[src/hdl/lgs_pkg.sv]
package lgs_pkg;

  // Widths of the word fields.
  localparam int LLR_WIDTH = 16;
  localparam int LFSR_WIDTH = 31;

  // Sequence warm-up before the first bit of a codeword.
  localparam int WARMUP_STEPS = 1600;
  localparam int WARM_CHUNK = 8;
  localparam int CNT_WIDTH = $clog2(WARMUP_STEPS + 1) > 0 ? $clog2(WARMUP_STEPS + 1) : 1;

  // Input queue between the front and the back.
  localparam int QUEUE_DEPTH = 4;
  localparam int QUEUE_AW = $clog2(QUEUE_DEPTH);

  // Configuration port.
  localparam int CFG_INDEX_WIDTH = 3;
  localparam int CFG_DATA_WIDTH = 16;
  localparam logic [CFG_INDEX_WIDTH-1:0] REG_MODE = 3'd0;
  localparam logic [CFG_INDEX_WIDTH-1:0] REG_RNTI = 3'd1;
  localparam logic [CFG_INDEX_WIDTH-1:0] REG_CODEWORD_INDEX = 3'd2;
  localparam logic [CFG_INDEX_WIDTH-1:0] REG_SLOT_NUMBER = 3'd3;
  localparam logic [CFG_INDEX_WIDTH-1:0] REG_CELL_ID = 3'd4;

  // Mode codes.
  localparam logic MODE_SCRAMBLE = 1'b0;
  localparam logic MODE_DESCRAMBLE = 1'b1;

  typedef struct packed {
    logic signed [LLR_WIDTH-1:0] sample;
    logic                        last_item;
  } item_t;

  typedef struct packed {
    logic signed [LLR_WIDTH-1:0] value;
    logic                        last;
  } result_t;

  // Queue entry: the word plus the front's first-of-codeword mark.
  typedef struct packed {
    item_t item;
    logic  first;
  } entry_t;

  typedef struct packed {
    logic                  mode;
    logic [LFSR_WIDTH-1:0] seed;
  } cfg_t;

  typedef struct packed {
    logic [LFSR_WIDTH-1:0] x1;
    logic [LFSR_WIDTH-1:0] x2;
  } lfsr_t;

  // One step of both Gold sequence registers.
  function automatic lfsr_t lfsr_step(lfsr_t s);
    lfsr_t r;
    r.x1 = {s.x1[0] ^ s.x1[3], s.x1[LFSR_WIDTH-1:1]};
    r.x2 = {s.x2[0] ^ s.x2[1] ^ s.x2[2] ^ s.x2[3], s.x2[LFSR_WIDTH-1:1]};
    return r;
  endfunction

  // A chunk of steps in one go, used during warm-up.
  function automatic lfsr_t lfsr_chunk(lfsr_t s);
    lfsr_t r;
    r = s;
    for (int k = 0; k < WARM_CHUNK; k++) begin
      r = lfsr_step(r);
    end
    return r;
  endfunction

endpackage

[src/hdl/lgs_front.sv]
module lgs_front (
  input  logic           clk,
  input  logic           rst,
  input  logic           item_valid,
  output logic           item_stall,
  input  lgs_pkg::item_t item,
  output logic           q_valid,
  output lgs_pkg::entry_t q_entry,
  input  logic           q_pop
);

  lgs_pkg::entry_t mem [lgs_pkg::QUEUE_DEPTH];
  logic [lgs_pkg::QUEUE_AW-1:0] wr_ptr;
  logic [lgs_pkg::QUEUE_AW-1:0] rd_ptr;
  logic [lgs_pkg::QUEUE_AW:0]   count;
  logic                         at_start;
  logic                         push;
  logic                         pop;

  // Full queue holds the input side.
  assign item_stall = (count == (lgs_pkg::QUEUE_AW + 1)'(lgs_pkg::QUEUE_DEPTH));
  assign push = item_valid && !item_stall;
  assign pop = q_pop && q_valid;

  assign q_valid = (count != '0);
  assign q_entry = mem[rd_ptr];

  // Mark each word that opens a codeword and store it.
  always_ff @(posedge clk) begin
    if (push) begin
      mem[wr_ptr].item <= item;
      mem[wr_ptr].first <= at_start;
    end
  end

  always_ff @(posedge clk) begin
    if (rst) begin
      wr_ptr <= '0;
      rd_ptr <= '0;
      count <= '0;
      at_start <= 1'b1;
    end else begin
      if (push) begin
        wr_ptr <= wr_ptr + 1'b1;
        at_start <= item.last_item;
      end
      if (pop) begin
        rd_ptr <= rd_ptr + 1'b1;
      end
      if (push && !pop) begin
        count <= count + 1'b1;
      end else if (pop && !push) begin
        count <= count - 1'b1;
      end
    end
  end

endmodule

[src/hdl/lgs_back.sv]
module lgs_back (
  input  logic             clk,
  input  logic             rst,
  input  lgs_pkg::cfg_t    cfg,
  input  logic             q_valid,
  input  lgs_pkg::entry_t  q_entry,
  output logic             q_pop,
  output logic             result_valid,
  input  logic             result_stall,
  output lgs_pkg::result_t result
);

  localparam logic ST_RUN = 1'b0;
  localparam logic ST_WARM = 1'b1;
  localparam logic signed [lgs_pkg::LLR_WIDTH-1:0] LLR_MIN =
    {1'b1, {(lgs_pkg::LLR_WIDTH-1){1'b0}}};
  localparam logic signed [lgs_pkg::LLR_WIDTH-1:0] LLR_MAX =
    {1'b0, {(lgs_pkg::LLR_WIDTH-1){1'b1}}};

  logic [0:0]                     state;
  logic [0:0]                     state_next;
  logic                           warm_done;
  logic                           warm_done_next;
  logic [lgs_pkg::CNT_WIDTH-1:0]  cnt;
  logic [lgs_pkg::CNT_WIDTH-1:0]  cnt_next;
  lgs_pkg::lfsr_t                 lfsr;
  lgs_pkg::lfsr_t                 lfsr_next;
  logic                           out_free;
  logic                           load_out;
  logic                           c_bit;
  logic signed [lgs_pkg::LLR_WIDTH-1:0] value_calc;

  assign out_free = !result_valid || !result_stall;
  assign c_bit = lfsr.x1[0] ^ lfsr.x2[0];

  // Scramble or descramble the head word with the current sequence bit.
  always_comb begin
    if (cfg.mode == lgs_pkg::MODE_SCRAMBLE) begin
      value_calc = {{(lgs_pkg::LLR_WIDTH-1){1'b0}}, q_entry.item.sample[0] ^ c_bit};
    end else if (c_bit) begin
      value_calc = q_entry.item.sample;
    end else if (q_entry.item.sample == LLR_MIN) begin
      value_calc = LLR_MAX;
    end else begin
      value_calc = -q_entry.item.sample;
    end
  end

  // Sequencer: warm up at a codeword start, then one word per cycle while the output is not stalled.
  always_comb begin
    state_next = state;
    warm_done_next = warm_done;
    cnt_next = cnt;
    lfsr_next = lfsr;
    q_pop = 1'b0;
    load_out = 1'b0;
    case (state)
      ST_RUN: begin
        if (q_valid && q_entry.first && !warm_done) begin
          lfsr_next.x1 = lgs_pkg::LFSR_WIDTH'(1);
          lfsr_next.x2 = cfg.seed;
          cnt_next = lgs_pkg::CNT_WIDTH'(lgs_pkg::WARMUP_STEPS);
          state_next = ST_WARM;
        end else if (q_valid && out_free) begin
          q_pop = 1'b1;
          load_out = 1'b1;
          lfsr_next = lgs_pkg::lfsr_step(lfsr);
          warm_done_next = 1'b0;
        end
      end
      ST_WARM: begin
        if (cnt >= lgs_pkg::CNT_WIDTH'(lgs_pkg::WARM_CHUNK)) begin
          lfsr_next = lgs_pkg::lfsr_chunk(lfsr);
          cnt_next = cnt - lgs_pkg::CNT_WIDTH'(lgs_pkg::WARM_CHUNK);
        end else if (cnt != '0) begin
          lfsr_next = lgs_pkg::lfsr_step(lfsr);
          cnt_next = cnt - 1'b1;
        end else begin
          warm_done_next = 1'b1;
          state_next = ST_RUN;
        end
      end
      default: begin
        state_next = ST_RUN;
      end
    endcase
  end

  always_ff @(posedge clk) begin
    if (rst) begin
      state <= ST_RUN;
      warm_done <= 1'b0;
      cnt <= '0;
      result_valid <= 1'b0;
    end else begin
      state <= state_next;
      warm_done <= warm_done_next;
      cnt <= cnt_next;
      if (load_out) begin
        result_valid <= 1'b1;
      end else if (!result_stall) begin
        result_valid <= 1'b0;
      end
    end
  end

  // Sequence registers and the output word carry data only.
  always_ff @(posedge clk) begin
    lfsr <= lfsr_next;
    if (load_out) begin
      result.value <= value_calc;
      result.last <= q_entry.item.last_item;
    end
  end

endmodule

[src/hdl/lte_gold_sequence_scrambler_core.sv]
// Scrambles hard bits or descrambles soft LLRs of one LTE codeword with the
// length-31 Gold sequence seeded from rnti, codeword_index, slot_number and
// cell_id. Within a codeword one word is taken and one result given per
// cycle while the output is not stalled. The first word of each codeword
// waits for the sequence warm-up: 1600 register steps done eight per cycle
// in the step logic of the sequence generator. A four-word input queue
// keeps accepting, until it is full, during that time and while a result
// waits on the output. The seed is read when a codeword starts and mode is
// read per word; write configuration only while the block is idle.
module lte_gold_sequence_scrambler_core (
  input  logic                                clk,
  input  logic                                rst,
  input  logic                                item_valid,
  output logic                                item_stall,
  input  lgs_pkg::item_t                      item,
  output logic                                result_valid,
  input  logic                                result_stall,
  output lgs_pkg::result_t                    result,
  input  logic                                cfg_write,
  input  logic [lgs_pkg::CFG_INDEX_WIDTH-1:0] cfg_index,
  input  logic [lgs_pkg::CFG_DATA_WIDTH-1:0]  cfg_data
);

  logic        mode;
  logic [15:0] rnti;
  logic        codeword_index;
  logic [4:0]  slot_number;
  logic [8:0]  cell_id;

  lgs_pkg::cfg_t   cfg;
  logic            q_valid;
  lgs_pkg::entry_t q_entry;
  logic            q_pop;

  // Configuration registers.
  always_ff @(posedge clk) begin
    if (rst) begin
      mode <= lgs_pkg::MODE_SCRAMBLE;
      rnti <= '0;
      codeword_index <= 1'b0;
      slot_number <= '0;
      cell_id <= '0;
    end else if (cfg_write) begin
      case (cfg_index)
        lgs_pkg::REG_MODE: mode <= cfg_data[0];
        lgs_pkg::REG_RNTI: rnti <= cfg_data[15:0];
        lgs_pkg::REG_CODEWORD_INDEX: codeword_index <= cfg_data[0];
        lgs_pkg::REG_SLOT_NUMBER: slot_number <= cfg_data[4:0];
        lgs_pkg::REG_CELL_ID: cell_id <= cfg_data[8:0];
        default: begin
        end
      endcase
    end
  end

  // The seed fields do not overlap, so the sum is a concatenation.
  assign cfg.mode = mode;
  assign cfg.seed = {1'b0, rnti, codeword_index, slot_number[4:1], cell_id};

  lgs_front u_front (
    .clk        (clk),
    .rst        (rst),
    .item_valid (item_valid),
    .item_stall (item_stall),
    .item       (item),
    .q_valid    (q_valid),
    .q_entry    (q_entry),
    .q_pop      (q_pop)
  );

  lgs_back u_back (
    .clk          (clk),
    .rst          (rst),
    .cfg          (cfg),
    .q_valid      (q_valid),
    .q_entry      (q_entry),
    .q_pop        (q_pop),
    .result_valid (result_valid),
    .result_stall (result_stall),
    .result       (result)
  );

endmodule

[config.mk]
export PLATFORM = sky130hd
export DESIGN_NAME = lte_gold_sequence_scrambler_core
export DESIGN_NICKNAME = d
export VERILOG_FILES = /design/src/hdl/lgs_pkg.sv /design/src/hdl/lgs_front.sv /design/src/hdl/lgs_back.sv /design/src/hdl/lte_gold_sequence_scrambler_core.sv
export SDC_FILE = /design/constraint.sdc
export NUM_CORES = 1
export LEC_CHECK = 0
export ABC_AREA = 1
export BUFFER_PORTS_ARGS = -buffer_cell sky130_fd_sc_hd__buf_2
export CAP_MARGIN = 10
export CELL_PAD_IN_SITES_DETAIL_PLACEMENT = 1
export CELL_PAD_IN_SITES_GLOBAL_PLACEMENT = 1
export CORE_MARGIN = 2
export CORE_UTILIZATION = 50
export DETAILED_ROUTE_END_ITERATION = 7
export GPL_ROUTABILITY_DRIVEN = 1
export GPL_TIMING_DRIVEN = 0
export MAX_ROUTING_LAYER = met4
export PLACE_DENSITY_LB_ADDON = 0.1
export SLEW_MARGIN = 20
export SYNTH_ARGS = -nofsm -noshare
export SYNTH_HDL_FRONTEND = slang
export SYNTH_SLANG_ARGS = --single-unit
[constraint.sdc]
create_clock -name clk -period 8.6 [get_ports clk]
set_input_delay 0.86 -clock clk [delete_from_list [all_inputs] [get_ports clk]]
set_output_delay 0.86 -clock clk [all_outputs]
set_load 0.005 [all_outputs]
==> results by group, run 1 <==
Floorplanning
  – Die H: between 100 and 150 µm
  – Cell Rows: 50
  – Core area: 18,700 µm²
  – Die area: approximately 20,000 µm²
  – Die W: roughly 140 µm
  – I/O Pins: 60
  – Initial core utilization: 0.509

Clock network
  – Worst-Skew Late Latency: approximately 0.50 ns
  – Clk root buf: clkbuf_16
  – CTS tree: built
  – Postcts setup bufs: 0
  – Worst-case clock buffer depth: 3
  – Worst-path clk slew: around 0.060 ns
  – CTS buffer count: 23
  – Post-CTS Hold Fix Bufs: 0
  – Post-CTS Resized: 0
  – Clk sinks: between 200 and 250
  – H-tree depth: 1

STA
  – Final Hold Violating Endpoints: 0
  – Slew Limit Fails: 0
  – Max Fclk: 359 MHz
  – # setup viols final: 0
  – Fin crit period: approximately 2.8 ns
  – Clock skew: roughly 0.0069 ns
  – Hold slack: 0.465 ns
  – TNS Setup: 0 ns
  – Slew at the pin closest to its max-slew limit: 0.671 ns
  – Worst rel slew slack: 0.552
  – RSZ-0062 raised after global routing: no
  – Final period utilization: 0.324

Placed design
  – DP Wirelength: between 15,000 and 20,000 µm
  – Number of port buffers: between 50 and 60
  – Gp weighted congestion: roughly 0.82
  – Placed inst area: just over 10,000 µm²

Logic synthesis
  – Synth area leaders: edfxtp_1, dfxtp_1, nand2_1
  – Netlist cell types: 44
  – Flops & latches, synth: about 210
  – Synth Instances: 988
  – Synth top area share: 0.476
  – Mapped Nets: 1,040
  – Synth area leader: edfxtp_1
  – Post-synthesis sequential area ratio: 0.592
  – Syn_area_per_cell: 9.63 µm²
  – Netlist Area Pre-Place: 9520 µm²
  – Ys Warns: 0

Layout
  – Register Area: between 5000 and 6000 µm²
  – Final net count: 1,130
  – Ant. Diodes: 0
  – Area Overhead vs Synth: 15.3%
  – Ratio of cells with drive above 1 in the final layout: 0.145
  – Commonest non-fill, non-tap cell in the layout: nand2_1
  – Area of the multi-input gates: 3370 µm²
  – Layout fillers: ~2,100
  – Finished layout cell area: 11,000 µm²
  – Commonest non-fill, non-tap cells in the layout: nand2_1, edfxtp_1, nand3_1, nor2_1, buf_2

Drt
  – Initial DRC Count: roughly 490
  – # DRC: 0
  – Vias: between 7,000 and 8,000
  – Drt first pass iters: 5
  – DR vias/cell: 5.49
  – Post-Route WL: roughly 25,000 µm
  – Post-route ant nets: 0
  – Routed wire per std cell: ~19 µm

Global route
  – Vias in the first global route: around 7,500
  – Initial antenna violation count: 0
  – Global-route wire length before repair: about 40,000 µm
  – Final global-route overflow total: 0
  – Largest net degree at the start of global routing: 36
  – Global Route Usage Sum: 0.262

Power and ir drop
  – Combinational Power Share: 0.414
  – Net switching power: ~1.8 mW
  – Switch share: 0.399
  – Final Power: about 4.5 mW
  – Reg power frac: 0.364
  – Clk pwr share: 0.222
  – Max VDD drop: between 0.15 and 0.2 mV
  – Cell Int Power: approximately 2.7 mW
  – P per Cell Area: between 400 and 500 nW/µm²
  – Leakage: 4.49 nW

Critical path
  – Critical path fanouts, max: 10
  – Req. time, crit path: between 8 and 9 ns
  – WP data arrival: 3.17 ns
  – CP Capture Type: flop
  – Critical path class: flop to flop
  – CP Launch Type: flop

Min path
  – Tightest Hold Check Type: flop to flop

Run
  – Max_cap viols: 0

Run status
  – Status: finished, final reports clean
## cells in the mapped netlist (all sizes together)
library cell / n
xor2: 17
nand3b: 4
fa: 1
inv: 79
o22ai: 26
clkinv: 1
nor3: 6
a21oi: 30
a31oi: 1
buf: 26
nand2: 237
ha: 10
clkbuf: 13
xnor2: 26
edfxtp: 151
a22oi: 1
o21ai: 62
or2: 2
o211ai: 12
o221ai: 1
a32oi: 1
dfxtp: 55
nand4: 8
nand3: 105
o21bai: 1
o21a: 1
nor2: 111
## cell type report
type | instances | area share
clock buffer | 30 | 0.0548
timing repair buffer | 65 | 0.0352
inverter | 80 | 0.0278
buffer | 39 | 0.0209
sequential | 206 | 0.514
clock inverter | 11 | 0.0141
multi-input combinational | 663 | 0.307
tap | 234 | 0.0267
## cells by family (layout without fill, tap and decap cells)
family	after synthesis	in the layout	share of synthesized area
simple gates	473	473	0.216
flops	206	206	0.592
compound gates	136	136	0.0806
buf+inv	119	225	0.0559
xor+xnor	43	43	0.0404
fa+ha+maj	11	11	0.0152
## through the flow
stage / std cells / util / setup slack [ns]
finish: 1328 / 0.587 / 5.81
global route: 1328 / 0.587 / 5.51
CTS: 1328 / 0.587 / 5.86
detailed placement: 1287 / 0.546 / 5.74
global placement: 1281 / 0.540 / 4.63
floorplan: 988 / - / 5.48
## worst max-delay path, stage by stage (launching register included)
cell and delay [ns]:
dfxtp_1 0.37, buf_4 0.21, nor2_1 0.08, nor2_1 0.09
o21ai_1 0.08, nand2_1 0.11, nand2_1 0.08, nor2_2 0.17
nor3_4 0.10, inv_1 0.19, ha_1 0.17, inv_1 0.07
fa_1 0.38, a21oi_1 0.17, o21ai_0 0.16, o21ai_0 0.20
a21oi_1 0.05
## power groups by stage
stage,clock network [mW],registers (mW),logic (mW)
after global routing,1.06,1.68,2.08
after detailed placement,0,1.66,1.86
after global placement,0,1.67,1.74
after floorplan,0,1.63,1.29
final,1.00,1.65,1.87
after CTS,1.02,1.65,1.88
## state kept, by name, indices dropped and copies added (netlist names), named ones only
name	flops
u_front.rd_ptr	2
u_back.result_valid	1
mode	1
u_back.result	17
rnti	16
cell_id	9
u_front.at_start	1
u_front.mem	72
u_back.cnt	11
codeword_index	1
u_back.warm_done	1
u_front.count	3
u_back.lfsr	62
u_back.state	1
u_front.wr_ptr	2
slot_number	4
## metal layers
metal | vias to the layer above | part of all wire | global-route usage
met1 | 3544 | 0.45 | 0.346
met4 | 0 | 0.022 | 0.0732
li1 | 3537 | - | -
met5 | - | 0 | -
met2 | 162 | 0.49 | 0.435
met3 | 43 | 0.039 | 0.0299
## path summary, 6_finish.rpt
path / startpoint / to / slack, ns / cells past startpoint
max: flop / u_front.count[2] / 5.81 / 16
min: slot_number[4] / slot_number[4] / 0.46 / 2
max reg2reg: flop / u_front.count[2] / 5.81 / 16
min reg2reg: slot_number[4] / slot_number[4] / 0.46 / 2
Power figures use the tool's default switching activity.
==> run 2, diff against run 1 <==
--- a/config.mk
+++ b/config.mk
@@ -11,7 +11,7 @@
 export CELL_PAD_IN_SITES_DETAIL_PLACEMENT = 1
 export CELL_PAD_IN_SITES_GLOBAL_PLACEMENT = 1
 export CORE_MARGIN = 2
-export CORE_UTILIZATION = 50
+export CORE_UTILIZATION = 47
 export DETAILED_ROUTE_END_ITERATION = 7
 export GPL_ROUTABILITY_DRIVEN = 1
 export GPL_TIMING_DRIVEN = 0
==> constraint.sdc (replaced) <==
create_clock -name clk -period 2.8 [get_ports clk]
set_input_delay 0.28 -clock clk [delete_from_list [all_inputs] [get_ports clk]]
set_output_delay 0.28 -clock clk [all_outputs]
set_load 0.005 [all_outputs]
==> results by group, run 2 (synthesis gave the netlist of run 1 again) <==
STA
  – Slew Limit Fails: 0
  – Final Hold Violating Endpoints: 0
  – Slew at the pin closest to its max-slew limit: a little over 1 ns
  – Worst setup margin: 0.0782 ns
  – # setup viols final: 0
  – Final period utilization: 0.972
  – Fin crit period: approximately 2.7 ns
  – RSZ-0062 raised after global routing: yes
  – Worst rel slew slack: 0.306
  – TNS Setup: 0 ns
  – Clock skew: 0.0118 ns
  – Max Fclk: 367 MHz
  – Hold slack: 0.0158 ns

Clock network
  – CTS buffer count: 23
  – Worst-Skew Late Latency: between 0.5 and 0.6 ns
  – Clk sinks: between 200 and 250
  – Worst-path clk slew: about 0.060 ns
  – Worst-case clock buffer depth: 3
  – Clk root buf: clkbuf_16
  – CTS tree: built
  – H-tree depth: 1

Layout
  – Area Overhead vs Synth: 18.8%
  – Register Area: 5640 µm²
  – Number of flip-flops under the largest register name: between 70 and 80
  – Post-route insts no fill: between 1,000 and 1,500
  – Commonest non-fill, non-tap cells in the layout: nand2_1, edfxtp_1, nand3_1, nor2_1, buf_2
  – Ant. Diodes: 0
  – Ratio of cells with drive above 1 in the final layout: 0.152
  – Largest register by flop count: u_front.mem
  – Layout fillers: between 2,000 and 2,500
  – Top Registers: u_front.mem x72, u_back.lfsr x62, u_back.result x17
  – Area of the multi-input gates: 3390 µm²
  – Final net count: 1,155
  – Final design utilization: 0.564
  – Commonest non-fill, non-tap cell in the layout: nand2_1

Drt
  – Routed wire per std cell: around 19 µm
  – DR vias/cell: 5.41
  – Drt first pass iters: 5
  – Initial DRC Count: approximately 490
  – # DRC: 0
  – Vias: 7,520
  – Post-Route WL: around 26,000 µm
  – Post-route ant nets: 0

Critical path
  – Slowest stage delay, CP: 0.74 ns
  – CP Launch Type: flop
  – Critical path class: flop to flop
  – R2R Setup Slk: ~0.078 ns
  – CP max-delay cell: dfxtp_1
  – Req. time, crit path: 3.05 ns
  – WP data arrival: just under 3 ns
  – Crit path cell chain: inv_1 -> nand2_2 -> nand3_2 -> a31oi_2 -> clkinvlp_4 -> buf_12
  – Reg2reg path depth: 6
  – R2r endpoint: u_back.lfsr[45]
  – Reg2reg start: u_back.state
  – Critical path fanouts, max: 35
  – CP Capture Type: flop

Placed design
  – Number of port buffers: slightly below 60
  – Place WS: -0.546 ns
  – DP Wirelength: 18,300 µm
  – Gp weighted congestion: between 0.8 and 0.9
  – Inst Count DP: around 1,300

Global route
  – Initial antenna violation count: 0
  – Vias in the first global route: around 8,000
  – Global-route wire length before repair: 42,000 µm
  – Global Route Usage Sum: 0.256
  – Largest net degree at the start of global routing: 36
  – Final global-route overflow total: 0

Floorplanning
  – Die H: between 100 and 150 µm
  – Cell Rows: 52
  – Die W: 146 µm
  – Core area: approximately 20,000 µm²
  – Die area: 21,400 µm²
  – I/O Pins: 60
  – Initial core utilization: 0.475

Power and ir drop
  – Leakage: ~4.6 nW
  – P per Cell Area: 1250 nW/µm²
  – Max VDD drop: roughly 0.64 mV

Run
  – Max_cap viols: 0

Min path
  – Tightest Hold Check Type: primary input to flop
  – Hold path startpoint: cfg_data[8]
  – Hold Path Depth: 3
  – Sink of the worst hold path: rnti[8]

Run status
  – Status: finished, final reports clean
run 2: area by class of cell:
cell class                 count  area share
clock buffer                  31      0.0563
timing repair inverter         1    0.000664
clock inverter                11      0.0143
inverter                      80      0.0271
tap                          270      0.0299
buffer                        38      0.0199
sequential                   206       0.498
timing repair buffer          89      0.0539
multi-input combinational    664       0.300
run 2: where the power goes:
| group | internal, mW | switching, mW |
|---|---|---|
| Combinational | 1.99 | 3.92 |
| Sequential | 4.55 | 0.515 |
| Clock | 1.97 | 1.23 |
| Total | 8.51 | 5.66 |
run 2: worst max path at each step:
stage	start	end	depth (start not counted)
6_report	u_back.state	u_back.lfsr[45]	6
5_1_grt	flop	u_front.count[2]	16
4_1_cts	u_back.cnt[3]	u_back.lfsr[25]	9
3_5_place_dp	flop	u_front.count[1]	14
3_3_place_gp	u_back.cnt[3]	u_back.lfsr[51]	9
2_1_floorplan	u_back.cnt[3]	u_back.lfsr[0]	9
run 2: critical path, delay by kind of cell, from the launching register on:
family,cells,cell delay [ns]
simple gates,2,0.53
flops,1,0.74
compound gates,1,0.42
buf+inv,3,0.73
run 2: repair_timing:
| action | 4_1_cts | 5_1_grt |
|---|---|---|
| endpoints found under the setup margin | 65 | 63 |
| hold buffers | 20 | 0 |
| gates resized for setup | 2 | 1 |
| hold endpoints to repair | 56 | 0 |
| pin swaps | 1 | 0 |
| buffers inserted | 3 | 2 |
| cloned | 2 | 0 |
run 2: metal layers:
layer	global-route usage	up-vias	wire, µm
li1	-	3593	-
met1	0.325	3700	11500
met2	0.434	177	13000
met3	0.0375	50	1170
met4	0.0684	0	595
met5	-	-	0
run 2: metrics by stage:
step	total power, mW	cell area [µm²]
finish	14.2	11300
global route	15.1	11300
CTS	14.2	11300
detailed placement	10.8	10300
global placement	10.5	10200
floorplan	8.97	9540
